File: src/sv/rxr_pkg.sv
// Shared types and constants for the receive reorder ACK bitmap block.
`timescale 1ns / 1ps
`default_nettype none

package rxr_pkg;

  // Fixed field widths
  localparam int SEQ_W    = 32;
  localparam int SIZE_W   = 16;
  localparam int FLOW_W   = 4;
  localparam int SACK_W   = 64;
  localparam int FLOW_CODES = 16;

  // Packet size register value after reset
  localparam logic [SIZE_W-1:0] PKT_SIZE_RESET = 16'd1000;

  // Request action codes
  localparam logic ACTION_DATA  = 1'b0;
  localparam logic ACTION_CLEAR = 1'b1;

  // Sequencer states
  typedef enum logic [3:0] {
    ST_CLEAR,
    ST_IDLE,
    ST_READ,
    ST_LOAD,
    ST_DIV_EXP,
    ST_DIV_SEQ,
    ST_DIV_NEXT,
    ST_DRAIN,
    ST_WRITE
  } rxr_state_t;

  // Start request to the shared divider
  typedef struct packed {
    logic              start;
    logic [SEQ_W-1:0]  dividend;
    logic [SIZE_W-1:0] divisor;
  } rxr_div_req_t;

  // Result from the shared divider
  typedef struct packed {
    logic             busy;
    logic             done;
    logic [SEQ_W-1:0] quotient;
  } rxr_div_rsp_t;

endpackage

`default_nettype wire

File: src/sv/rxr_ram.sv
// Generic single-port RAM with registered read data.
`timescale 1ns / 1ps
`default_nettype none

module rxr_ram #(
  parameter int WIDTH = 96,
  parameter int DEPTH = 16
) (
  input  wire logic                                   clk,
  input  wire logic                                   we,
  input  wire logic [(DEPTH > 1 ? $clog2(DEPTH) : 1)-1:0] addr,
  input  wire logic [WIDTH-1:0]                       wdata,
  output logic      [WIDTH-1:0]                       rdata
);

  logic [WIDTH-1:0] mem [DEPTH];

  // Write on enable, read the addressed entry every cycle
  always_ff @(posedge clk) begin
    if (we) begin
      mem[addr] <= wdata;
    end
    rdata <= mem[addr];
  end

endmodule

`default_nettype wire

File: src/sv/rxr_div.sv
// Iterative restoring divider, 32-bit dividend by 16-bit divisor, one bit per cycle.
`timescale 1ns / 1ps
`default_nettype none

module rxr_div
  import rxr_pkg::*;
(
  input  wire logic         clk,
  input  wire logic         rst,
  input  wire rxr_div_req_t req,
  output rxr_div_rsp_t      rsp
);

  localparam int CNT_W = $clog2(SEQ_W);

  logic              busy;
  logic              done;
  logic [CNT_W-1:0]  cnt;
  logic [SIZE_W-1:0] divisor;
  logic [SIZE_W-1:0] rem;
  logic [SEQ_W-1:0]  quo;

  logic [SIZE_W:0]   trial;
  logic              fits;

  // Trial subtract of the divisor from the shifted partial remainder
  always_comb begin
    trial = {rem, quo[SEQ_W-1]};
    fits  = (trial >= {1'b0, divisor});
  end

  // Control: start, count bit steps, pulse done
  always_ff @(posedge clk) begin
    if (rst) begin
      busy <= 1'b0;
      done <= 1'b0;
      cnt  <= '0;
    end else begin
      done <= 1'b0;
      if (req.start) begin
        busy <= 1'b1;
        cnt  <= '0;
      end else if (busy) begin
        cnt <= cnt + CNT_W'(1);
        if (cnt == CNT_W'(SEQ_W - 1)) begin
          busy <= 1'b0;
          done <= 1'b1;
        end
      end
    end
  end

  // Datapath: shift in one dividend bit, keep remainder, shift in quotient bit
  always_ff @(posedge clk) begin
    if (req.start) begin
      divisor <= req.divisor;
      rem     <= '0;
      quo     <= req.dividend;
    end else if (busy) begin
      rem <= fits ? SIZE_W'(trial - {1'b0, divisor}) : trial[SIZE_W-1:0];
      quo <= {quo[SEQ_W-2:0], fits};
    end
  end

  assign rsp.busy     = busy;
  assign rsp.done     = done;
  assign rsp.quotient = quo;

endmodule

`default_nettype wire

File: src/sv/rx_reorder_ack_bitmap.sv
// Top level: per-flow selective ACK reorder tracker with a shared iterative divider.
//
//   channel | direction | handshake                    | payload
//   --------+-----------+------------------------------+------------------------------------
//   in      | request   | in_valid / in_ready          | action, flow, seq, size
//   out     | response  | out_valid / out_ready        | ack_flow, cum_ack_seq, sack_bitmap,
//           |           |                              | has_gap
//   cfg     | write     | cfg_wr_en (no wait)          | cfg_wr_data (packet size)
//
// A clear request passes through read, load and write. A data request divides the
// expected packet number and its own sequence number by the packet size, and an
// in-order one also the advanced expected number before it drains buffered packets.
// Each division holds the sequencer until the divider signals done.
// After reset a sweep zeroes every entry of the flow table; in_ready is low then.
// One request is worked at a time; in_ready is high only while idle. The result
// sits in an output register, so a new request is taken while it waits, and
// the sequencer holds before its table write until that register is free.
`timescale 1ns / 1ps
`default_nettype none

module rx_reorder_ack_bitmap
  import rxr_pkg::*;
#(
  parameter int NUM_FLOWS   = 16,
  parameter int WINDOW_BITS = 64
) (
  input  wire logic              clk,
  input  wire logic              rst,
  // Configuration
  input  wire logic              cfg_wr_en,
  input  wire logic [SIZE_W-1:0] cfg_wr_data,
  // Request channel
  input  wire logic              in_valid,
  output logic                   in_ready,
  input  wire logic              action,
  input  wire logic [FLOW_W-1:0] flow,
  input  wire logic [SEQ_W-1:0]  seq,
  input  wire logic [SIZE_W-1:0] size,
  // ACK channel
  output logic                   out_valid,
  input  wire logic              out_ready,
  output logic [FLOW_W-1:0]      ack_flow,
  output logic [SEQ_W-1:0]       cum_ack_seq,
  output logic [SACK_W-1:0]      sack_bitmap,
  output logic                   has_gap
);

  localparam int IDX_W  = (NUM_FLOWS > 1) ? $clog2(NUM_FLOWS) : 1;
  localparam int WIN_IW = (WINDOW_BITS > 1) ? $clog2(WINDOW_BITS) : 1;
  localparam int ENT_W  = SEQ_W + WINDOW_BITS;

  // Configuration register
  logic [SIZE_W-1:0] packet_size;
  logic [SIZE_W-1:0] step;

  // Sequencer and working registers
  rxr_state_t             state, state_next;
  logic [IDX_W-1:0]       clr_idx;
  logic                   act_q;
  logic [FLOW_W-1:0]      flow_q;
  logic [IDX_W-1:0]       fidx_q;
  logic [SEQ_W-1:0]       seq_q;
  logic [SIZE_W-1:0]      size_q;
  logic [SEQ_W-1:0]       exp_q;
  logic [SEQ_W-1:0]       epsn_q;
  logic [WINDOW_BITS-1:0] bm_q;
  logic                   gap_q;

  // Flow table
  logic                   ram_we;
  logic [IDX_W-1:0]       ram_addr;
  logic [ENT_W-1:0]       ram_wdata;
  logic [ENT_W-1:0]       ram_rdata;
  logic [SEQ_W-1:0]       rd_exp;
  logic [WINDOW_BITS-1:0] rd_bm;

  // Divider
  rxr_div_req_t div_req;
  rxr_div_rsp_t div_rsp;

  // Decision terms
  logic [SEQ_W-1:0]       diff;
  logic                   in_win;
  logic [SEQ_W-1:0]       exp_plus_size;
  logic [SEQ_W-1:0]       adv;
  logic [WINDOW_BITS-1:0] bm_shifted;
  logic                   out_free;

  // Flow number to table index, wrapped by the flow count
  logic [IDX_W-1:0] flow_map [FLOW_CODES];
  for (genvar g = 0; g < FLOW_CODES; g++) begin : g_flow_map
    assign flow_map[g] = IDX_W'(g % NUM_FLOWS);
  end

  // Hold the packet size register; zero acts as one
  always_ff @(posedge clk) begin
    if (rst) begin
      packet_size <= PKT_SIZE_RESET;
    end else if (cfg_wr_en) begin
      packet_size <= cfg_wr_data;
    end
  end
  assign step = (packet_size == '0) ? SIZE_W'(1) : packet_size;

  rxr_ram #(
    .WIDTH (ENT_W),
    .DEPTH (NUM_FLOWS)
  ) u_table (
    .clk   (clk),
    .we    (ram_we),
    .addr  (ram_addr),
    .wdata (ram_wdata),
    .rdata (ram_rdata)
  );

  rxr_div u_div (
    .clk (clk),
    .rst (rst),
    .req (div_req),
    .rsp (div_rsp)
  );

  assign rd_exp = ram_rdata[WINDOW_BITS +: SEQ_W];
  assign rd_bm  = ram_rdata[WINDOW_BITS-1:0];

  // Window position of the packet and the advance of the expected packet number
  always_comb begin
    diff          = div_rsp.quotient - epsn_q;
    in_win        = (div_rsp.quotient >= epsn_q) && (diff < SEQ_W'(WINDOW_BITS));
    exp_plus_size = exp_q + SEQ_W'(size_q);
    adv           = div_rsp.quotient - epsn_q;
    if ((div_rsp.quotient < epsn_q) || (adv >= SEQ_W'(WINDOW_BITS))) begin
      bm_shifted = '0;
    end else begin
      bm_shifted = bm_q >> adv[WIN_IW-1:0];
    end
  end

  assign out_free = !out_valid || out_ready;

  // Next state, table access and divider starts
  always_comb begin
    state_next       = state;
    in_ready         = 1'b0;
    ram_we           = 1'b0;
    ram_addr         = fidx_q;
    ram_wdata        = {exp_q, bm_q};
    div_req.start    = 1'b0;
    div_req.dividend = seq_q;
    div_req.divisor  = step;
    case (state)
      ST_CLEAR: begin
        ram_we    = 1'b1;
        ram_addr  = clr_idx;
        ram_wdata = '0;
        if (clr_idx == IDX_W'(NUM_FLOWS - 1)) begin
          state_next = ST_IDLE;
        end
      end
      ST_IDLE: begin
        in_ready = 1'b1;
        if (in_valid) begin
          state_next = ST_READ;
        end
      end
      ST_READ: begin
        state_next = ST_LOAD;
      end
      ST_LOAD: begin
        if (act_q == ACTION_CLEAR) begin
          state_next = ST_WRITE;
        end else begin
          div_req.start    = 1'b1;
          div_req.dividend = rd_exp;
          state_next       = ST_DIV_EXP;
        end
      end
      ST_DIV_EXP: begin
        if (div_rsp.done) begin
          div_req.start    = 1'b1;
          div_req.dividend = seq_q;
          state_next       = ST_DIV_SEQ;
        end
      end
      ST_DIV_SEQ: begin
        if (div_rsp.done) begin
          if (in_win && (diff == '0)) begin
            div_req.start    = 1'b1;
            div_req.dividend = exp_plus_size;
            state_next       = ST_DIV_NEXT;
          end else begin
            state_next = ST_WRITE;
          end
        end
      end
      ST_DIV_NEXT: begin
        if (div_rsp.done) begin
          state_next = ST_DRAIN;
        end
      end
      ST_DRAIN: begin
        if (!bm_q[0]) begin
          state_next = ST_WRITE;
        end
      end
      ST_WRITE: begin
        if (out_free) begin
          ram_we     = 1'b1;
          state_next = ST_IDLE;
        end
      end
      default: begin
        state_next = ST_IDLE;
      end
    endcase
  end

  // State register and sweep counter
  always_ff @(posedge clk) begin
    if (rst) begin
      state   <= ST_CLEAR;
      clr_idx <= '0;
    end else begin
      state <= state_next;
      if (state == ST_CLEAR) begin
        clr_idx <= clr_idx + IDX_W'(1);
      end
    end
  end

  // Working registers: capture request, load entry, update window, drain
  always_ff @(posedge clk) begin
    case (state)
      ST_IDLE: begin
        if (in_valid) begin
          act_q  <= action;
          flow_q <= flow;
          fidx_q <= flow_map[flow];
          seq_q  <= seq;
          size_q <= size;
        end
      end
      ST_LOAD: begin
        gap_q <= 1'b0;
        if (act_q == ACTION_CLEAR) begin
          exp_q <= '0;
          bm_q  <= '0;
        end else begin
          exp_q <= rd_exp;
          bm_q  <= rd_bm;
        end
      end
      ST_DIV_EXP: begin
        if (div_rsp.done) begin
          epsn_q <= div_rsp.quotient;
        end
      end
      ST_DIV_SEQ: begin
        if (div_rsp.done && in_win) begin
          if (diff == '0) begin
            exp_q <= exp_plus_size;
          end else begin
            bm_q  <= bm_q | (WINDOW_BITS'(1) << diff[WIN_IW-1:0]);
            gap_q <= 1'b1;
          end
        end
      end
      ST_DIV_NEXT: begin
        if (div_rsp.done) begin
          bm_q <= bm_shifted;
        end
      end
      ST_DRAIN: begin
        if (bm_q[0]) begin
          bm_q  <= bm_q >> 1;
          exp_q <= exp_q + SEQ_W'(step);
        end
      end
      default: begin
      end
    endcase
  end

  // Output register: load the ACK on write, drop valid when taken
  always_ff @(posedge clk) begin
    if (rst) begin
      out_valid <= 1'b0;
    end else if ((state == ST_WRITE) && out_free) begin
      out_valid <= 1'b1;
    end else if (out_ready) begin
      out_valid <= 1'b0;
    end
  end

  always_ff @(posedge clk) begin
    if ((state == ST_WRITE) && out_free) begin
      ack_flow    <= flow_q;
      cum_ack_seq <= exp_q;
      sack_bitmap <= SACK_W'(bm_q);
      has_gap     <= gap_q || (bm_q != '0);
    end
  end

endmodule

`default_nettype wire
File: config.mk
export PLATFORM = sky130hd
export DESIGN_NAME = rx_reorder_ack_bitmap
export DESIGN_NICKNAME = d
export VERILOG_FILES = /design/src/sv/rxr_pkg.sv /design/src/sv/rxr_ram.sv /design/src/sv/rxr_div.sv /design/src/sv/rx_reorder_ack_bitmap.sv
export SDC_FILE = /design/constraint.sdc
export NUM_CORES = 2
export LEC_CHECK = 0
export ABC_AREA = 1
export BUFFER_PORTS_ARGS = -buffer_cell sky130_fd_sc_hd__buf_2
export CORE_ASPECT_RATIO = 1.1
export CORE_UTILIZATION = 30
export CTS_BUF_LIST = sky130_fd_sc_hd__clkbuf_8
export CTS_CLUSTER_SIZE = 20
export DETAILED_ROUTE_END_ITERATION = 16
export HOLD_SLACK_MARGIN = 0.1
export PLACE_DENSITY = 0.53
export SYNTH_ARGS = -nofsm -noshare
export SYNTH_HDL_FRONTEND = slang
export SYNTH_SLANG_ARGS = --single-unit
File: constraint.sdc
create_clock -name clk -period 8 [get_ports clk]
set_input_delay 0.8 -clock clk [delete_from_list [all_inputs] [get_ports clk]]
set_output_delay 0.8 -clock clk [all_outputs]
set_load 0.1 [all_outputs]
Word-level counts from Yosys, hierarchy flattened
Memory sizes are Yosys's and may differ from the RTL's. A register that Yosys moved wholly into a read port is not among the register bits.
Index checks and enable logic that the tools add are counted.

cells by class
  bitwise gates (word level) = 3
  multiplexer cells = 47
  shift operators = 2
  reduce and logical (&&, ||, !) cells = 26
  add/subtract/negate cells = 6
  equal/unequal tests = 21
  $lt $le $gt $ge = 5

operators with widths
  kind                  count
  $mux 64               6
  $pmux 64 s4           1
  $mux 32               6
  $mux 33               4
  $pmux 33 s3           1
  $mux 96               1
  $pmux 32 s3           1
  $add 32x16->32        2
  $or 64x64->64         1
  $reduce_bool 64->1    1
  $shl 1x6->64 const A  1
  $shr 64x6->64         1
  $mux 4                10
  $pmux 4 s9            1
  $ge 32x32->1          1
  $ge 32x7->1 const B   1
  $logic_not 32->1      1
  $lt 32x32->1          1
  $lt 32x7->1 const B   1
  $mux 16               2
  $sub 32x32->32        1
  $ge 17x16->1          1
  $eq 4x3->1 const B    4
  $logic_not 16->1      1
  other kinds (27)      59

storage, ports and cells
  memory bits (writable) = 1536
  word-level logic and storage cells = 135
  memories = 2
  memory bits (read-only) = 64
  input bits = 74
  flip-flop bits (word level) = 379

memory list
  name              depth  bits a word  rd ports  clocked after memory_dff  write ports  line                          source
  u_table.mem       16     96           1         1                         1            rxr_ram.sv:16                 logic [WIDTH-1:0] mem [DEPTH];
  (name not given)  16     4            1         1                         0            rx_reorder_ack_bitmap.sv:238  fidx_q <= flow_map[flow];

Depth between registers and ports, before layout
  depth after elaboration = 8
  depth in mapped cells = 25

Modules after synthesis
A second synthesis with hierarchy kept.

unflattened totals
  cell total of the unflattened synthesis = 10110
  area, all modules = 93447.1 µm²

modules (own cells, without submodules)
  module                 sequential area each (µm²)  cells each  instances  area each (µm²)
  rxr_ram                48046.1                     6279        1          66023.3
  rx_reorder_ack_bitmap  8998.6                      3315        1          23324.9
  rxr_div                1901.8                      516         1          4098.9

Least setup slack after synthesis
No wires, ideal clock.

  path type = in2reg
  start point = in out_ready
  end point = reg ack_flow[0], enable pin
  data arrival time = 7.738 ns
  slack = -0.424 ns
  stages on the path = 2
  data required time = 7.315 ns
  path through = nor2_1 nor3_1

between the ends
  word-level cells in the longest chain between the ends = 2

ends and longest elaborated chain
  item                  line                          source
  from (decl)           rx_reorder_ack_bitmap.sv:41   input wire logic out_ready,
  $logic_or 1x1->1      rx_reorder_ack_bitmap.sv:139  assign out_free = !out_valid || out_ready;
  $logic_and 1x1->1     rx_reorder_ack_bitmap.sv:296  if ((state == ST_WRITE) && out_free) begin
  to (signal assigned)  rx_reorder_ack_bitmap.sv:297  ack_flow <= flow_q;
  to (decl)             rx_reorder_ack_bitmap.sv:42   output logic [FLOW_W-1:0] ack_flow,

No other way between the ends.
A chain may end at the register's enable or synchronous reset.

Worst setup path in the final report
  start point = reg u_div.quo[2]
  end point = reg bm_q[26], enable pin

between the ends
  word-level cells in the longest chain between the ends = 6
  elaborated cells on any way between the ends = 9
  those cells by class = add/sub (1); order compare (2); eq/ne (2); reduce/logical (4)

ends and longest elaborated chain
  item                          line                          source
  from (decl)                   rxr_div.sv:21                 logic [SEQ_W-1:0] quo;
  from (signal assigned)        rxr_div.sv:58                 quo <= req.dividend;
  from (signal assigned)        rxr_div.sv:61                 quo <= {quo[SEQ_W-2:0], fits};
  $sub 32x32->32                rx_reorder_ack_bitmap.sv:128  diff = div_rsp.quotient - epsn_q;
  $lt 32x7->1                   rx_reorder_ack_bitmap.sv:129  in_win = (div_rsp.quotient >= epsn_q) && (diff < SEQ_W'(WINDOW_BITS));
  $logic_and 1x1->1             rx_reorder_ack_bitmap.sv:129
  $logic_and 1x1->1             rx_reorder_ack_bitmap.sv:259  if (div_rsp.done && in_win) begin
  $ne 2x2->1 (no line)          -
  $reduce_and 5->1 (no line) *  -
  to (signal assigned)          rx_reorder_ack_bitmap.sv:263  bm_q <= bm_q | (WINDOW_BITS'(1) << diff[WIN_IW-1:0]);
  to (signal assigned)          rx_reorder_ack_bitmap.sv:270  bm_q <= bm_shifted;
  to (signal assigned)          rx_reorder_ack_bitmap.sv:275  bm_q <= bm_q >> 1;
  to (decl)                     rx_reorder_ack_bitmap.sv:66   logic [WINDOW_BITS-1:0] bm_q;

Every way passes the cells marked *; elsewhere a longest branch is shown, timed or not.

==> flow_summary.yaml <==
routing:
  drc_errors: 0
  routedWlPerCell_um: 25.8
  ant_nets: 0
  routed_wl_um: 285000
  avgViaCountPerCell: 5.29
  drtIter0Drc: 6742
  drt_first_pass_iters: 6
  vias: 58300
cells_and_area:
  layout-drive-gt1-share: 0.116
  layout_common_cells: "edfxtp_1 (1,867), nand2_1 (910), a22oi_1 (768), a21oi_1 (584), inv_1 (521)"
  fillCellCount: 27400
  utilization: 0.347
  layout_commonest_cell: "edfxtp_1"
  syn2layout_area_growth_pct: 15.0
  final_nets: 7206
  fin_area_um2: 96600
  stdcell_count: 11000
placed_design:
  dp_cells: 10300
  port_buffers: 176
  place_ws_ns: 2.66
  dp_hpwl_um: 162000
  gp_congestion: 0.953
  placed_area_um2: 89100
logic_synthesis:
  synth_ff_type: "edfxtp_1"
  netlist_area_um2: 84000
  synth_nets: 6889
  yosysWarnings: 0
  ys_seq_elements: 2011
  syn_avg_cell_area_um2: 12.5
  synth_edf_count: 1867
  ys_types: 56
  ys_seq_area_frac: 0.702
  async_flop_share: 0
  syn_inst: 6728
worst_setup_path:
  critical_path.max_fanout: 64
  crit_arrival_ns: 6.09
  required_ns: 8.61
  startpoint_type: "register"
  worstSetupPathType: "register to register"
  r2r_slack_ns: 2.52
  end_kind: "register"
floorplanning:
  initial_core_util: 0.302
  row_count: 203
  core_um2: 278000
  die-area_um2: 282000
  die_h_um: 557
  num_io_pins: 177
  die_x_um: 506
sta:
  tns_ns: 0
  slew_headroom: 0.0442
  hold_viol: 0
  period_share: 0.685
  fin_hold_ws_ns: 0.233
  fin_skew_ns: 0.137
  setup_viol: 0
  tightest_slew_ns: 1.43
  fin_ws_ns: 2.52
  fmax_mhz: 182
  period_minus_slack_ns: 5.48
  drv_slew: 0
  rsz0062_at_grt: "false"
grt:
  antenna_found_initial: 19
  grt.total_usage: 0.196
  first_global_vias: 57100
  grt-ovfl-total: 0
  grt_first_pass_wirelength_um: 407000
  grt_max_degree: 160
power_and_ir_drop:
  clkPwrFrac: 0.289
  pwr-share-seq: 0.458
  swShare: 0.344
  p_leak_nw: 34.0
  p_int_mw: 20.6
  p_switching_mw: 10.8
  p_per_area_nw_per_um2: 325
  irDropWorstVdd_v: 0.000703
  power_frac_comb: 0.253
  total_power_mw: 31.4
status:
  status: "finished clean"
clock_network:
  cts.sinks: 2011
  clk_pin_slew_ns: 0.06
  postCtsSetupBuffers: 0
  clock_latency_ns: 1.10
  cts_buffers: 358
  cts-htree-levels: 5
  cts_resized: 0
  cts_buffer_depth: 4
  cts_tree: "done"
  cts_root_buffer: "clkbuf_8"
run:
  drv_cap: 0
hold_path:
  min_path_type: "primary input to register"
-- layout make-up --
type,count,area (µm²),area share
Timing Repair Buffer,355,2610,0.0270
Inverter,420,1600,0.0165
Clock buffer,395,5440,0.0563
Antenna cell,10,25.0,0.000259
Multi-Input combinational cell,3899,22100,0.229
Sequential cell,2011,58900,0.610
Clock inverter,244,1230,0.0127
Tap cell,3690,4620,0.0478
-- state kept, by name, indices dropped and copies added (netlist names), 5 cells and up --
name	cells
cum_ack_seq	32
u_div.rem	16
bm_q	64
u_table.mem	1536
epsn_q	32
u_div.divisor	16
u_div.quo	32
u_table.rdata	96
sack_bitmap	64
size_q	16
packet_size	16
exp_q	32
seq_q	32
u_div.cnt	5
-- path summary, 6_finish.rpt --
check | start | end | cells after the start
min reg2reg | u_div.quo[26] | epsn_q[26] | 0
max reg2reg | u_div.quo[2] | bm_q[26] | 21
min | cfg_wr_en | packet_size[10] | 3
max | u_div.quo[2] | bm_q[26] | 21
-- what timing repair did --
item	CTS	global route
hold endpoints to repair	80	0
hold buffers	77	0
setup endpoints to repair	0	0
-- power by group through the flow --
| stage | Sequential (mW) | Clock, mW | Combinational (mW) |
|---|---|---|---|
| after detailed placement | 14.6 | 0 | 7.93 |
| after global routing | 14.5 | 9.69 | 8.49 |
| after global placement | 14.5 | 0 | 7.87 |
| after floorplan | 14.5 | 0 | 4.72 |
| after CTS | 14.4 | 9.24 | 7.98 |
| final | 14.4 | 9.06 | 7.92 |
-- Yosys cell counts (all sizes together) (22+ instances only) --
| cell | number | area, µm² |
|---|---|---|
| a21oi | 587 | 2940 |
| a22oi | 768 | 5770 |
| a32oi | 32 | 280 |
| buf | 175 | 856 |
| clkbuf | 223 | 837 |
| dfxtp | 144 | 2880 |
| edfxtp | 1867 | 56100 |
| ha | 83 | 1040 |
| inv | 416 | 1560 |
| mux2i | 43 | 430 |
| nand2 | 915 | 3450 |
| nand3 | 210 | 1070 |
| nand4 | 34 | 219 |
| nor2 | 511 | 1960 |
| nor3 | 42 | 226 |
| nor4 | 22 | 138 |
| o2111ai | 58 | 508 |
| o211ai | 39 | 293 |
| o21ai | 302 | 1520 |
| or2 | 42 | 263 |
| or4 | 96 | 721 |
| xor2 | 39 | 342 |
-- layer usage --
metal | GRT usage | up-vias | wire, µm
met1 | 0.276 | 29300 | 127000
met2 | 0.303 | 2684 | 128000
met4 | 0.0676 | 0 | 8840
li1 | - | 25800 | -
met5 | 0 | - | 0
met3 | 0.0317 | 483 | 20900
-- worst max-delay path: stages, from the launching register on --
cell,delay (ns)
edfxtp_1,0.40
ha_1,0.44
nand2_1,0.09
nand2_1,0.09
inv_1,0.05
nand2_2,0.10
inv_1,0.06
or2_1,0.22
nand2_2,0.08
buf_4,0.59
inv_2,0.07
nand2_1,0.11
nor2_1,0.07
inv_2,0.10
nor2_2,0.03
buf_4,0.26
inv_2,0.17
nor3_1,0.08
nor2_1,0.12
o21ai_0,0.28
a21oi_4,0.93
buf_4,0.64
-- cell families after synthesis --
group                      after synthesis  synth area share
DFF                                   2011             0.702
and+or+nand+nor                       1888            0.0972
buffers and inverters                  818            0.0389
AOI/OAI and AO/OA                     1829             0.138
adders and majority gates               87            0.0133
muxes                                   43           0.00512
xor gates and xnor gates                52           0.00542
No activity file was read; power rests on OpenSTA's default activity.
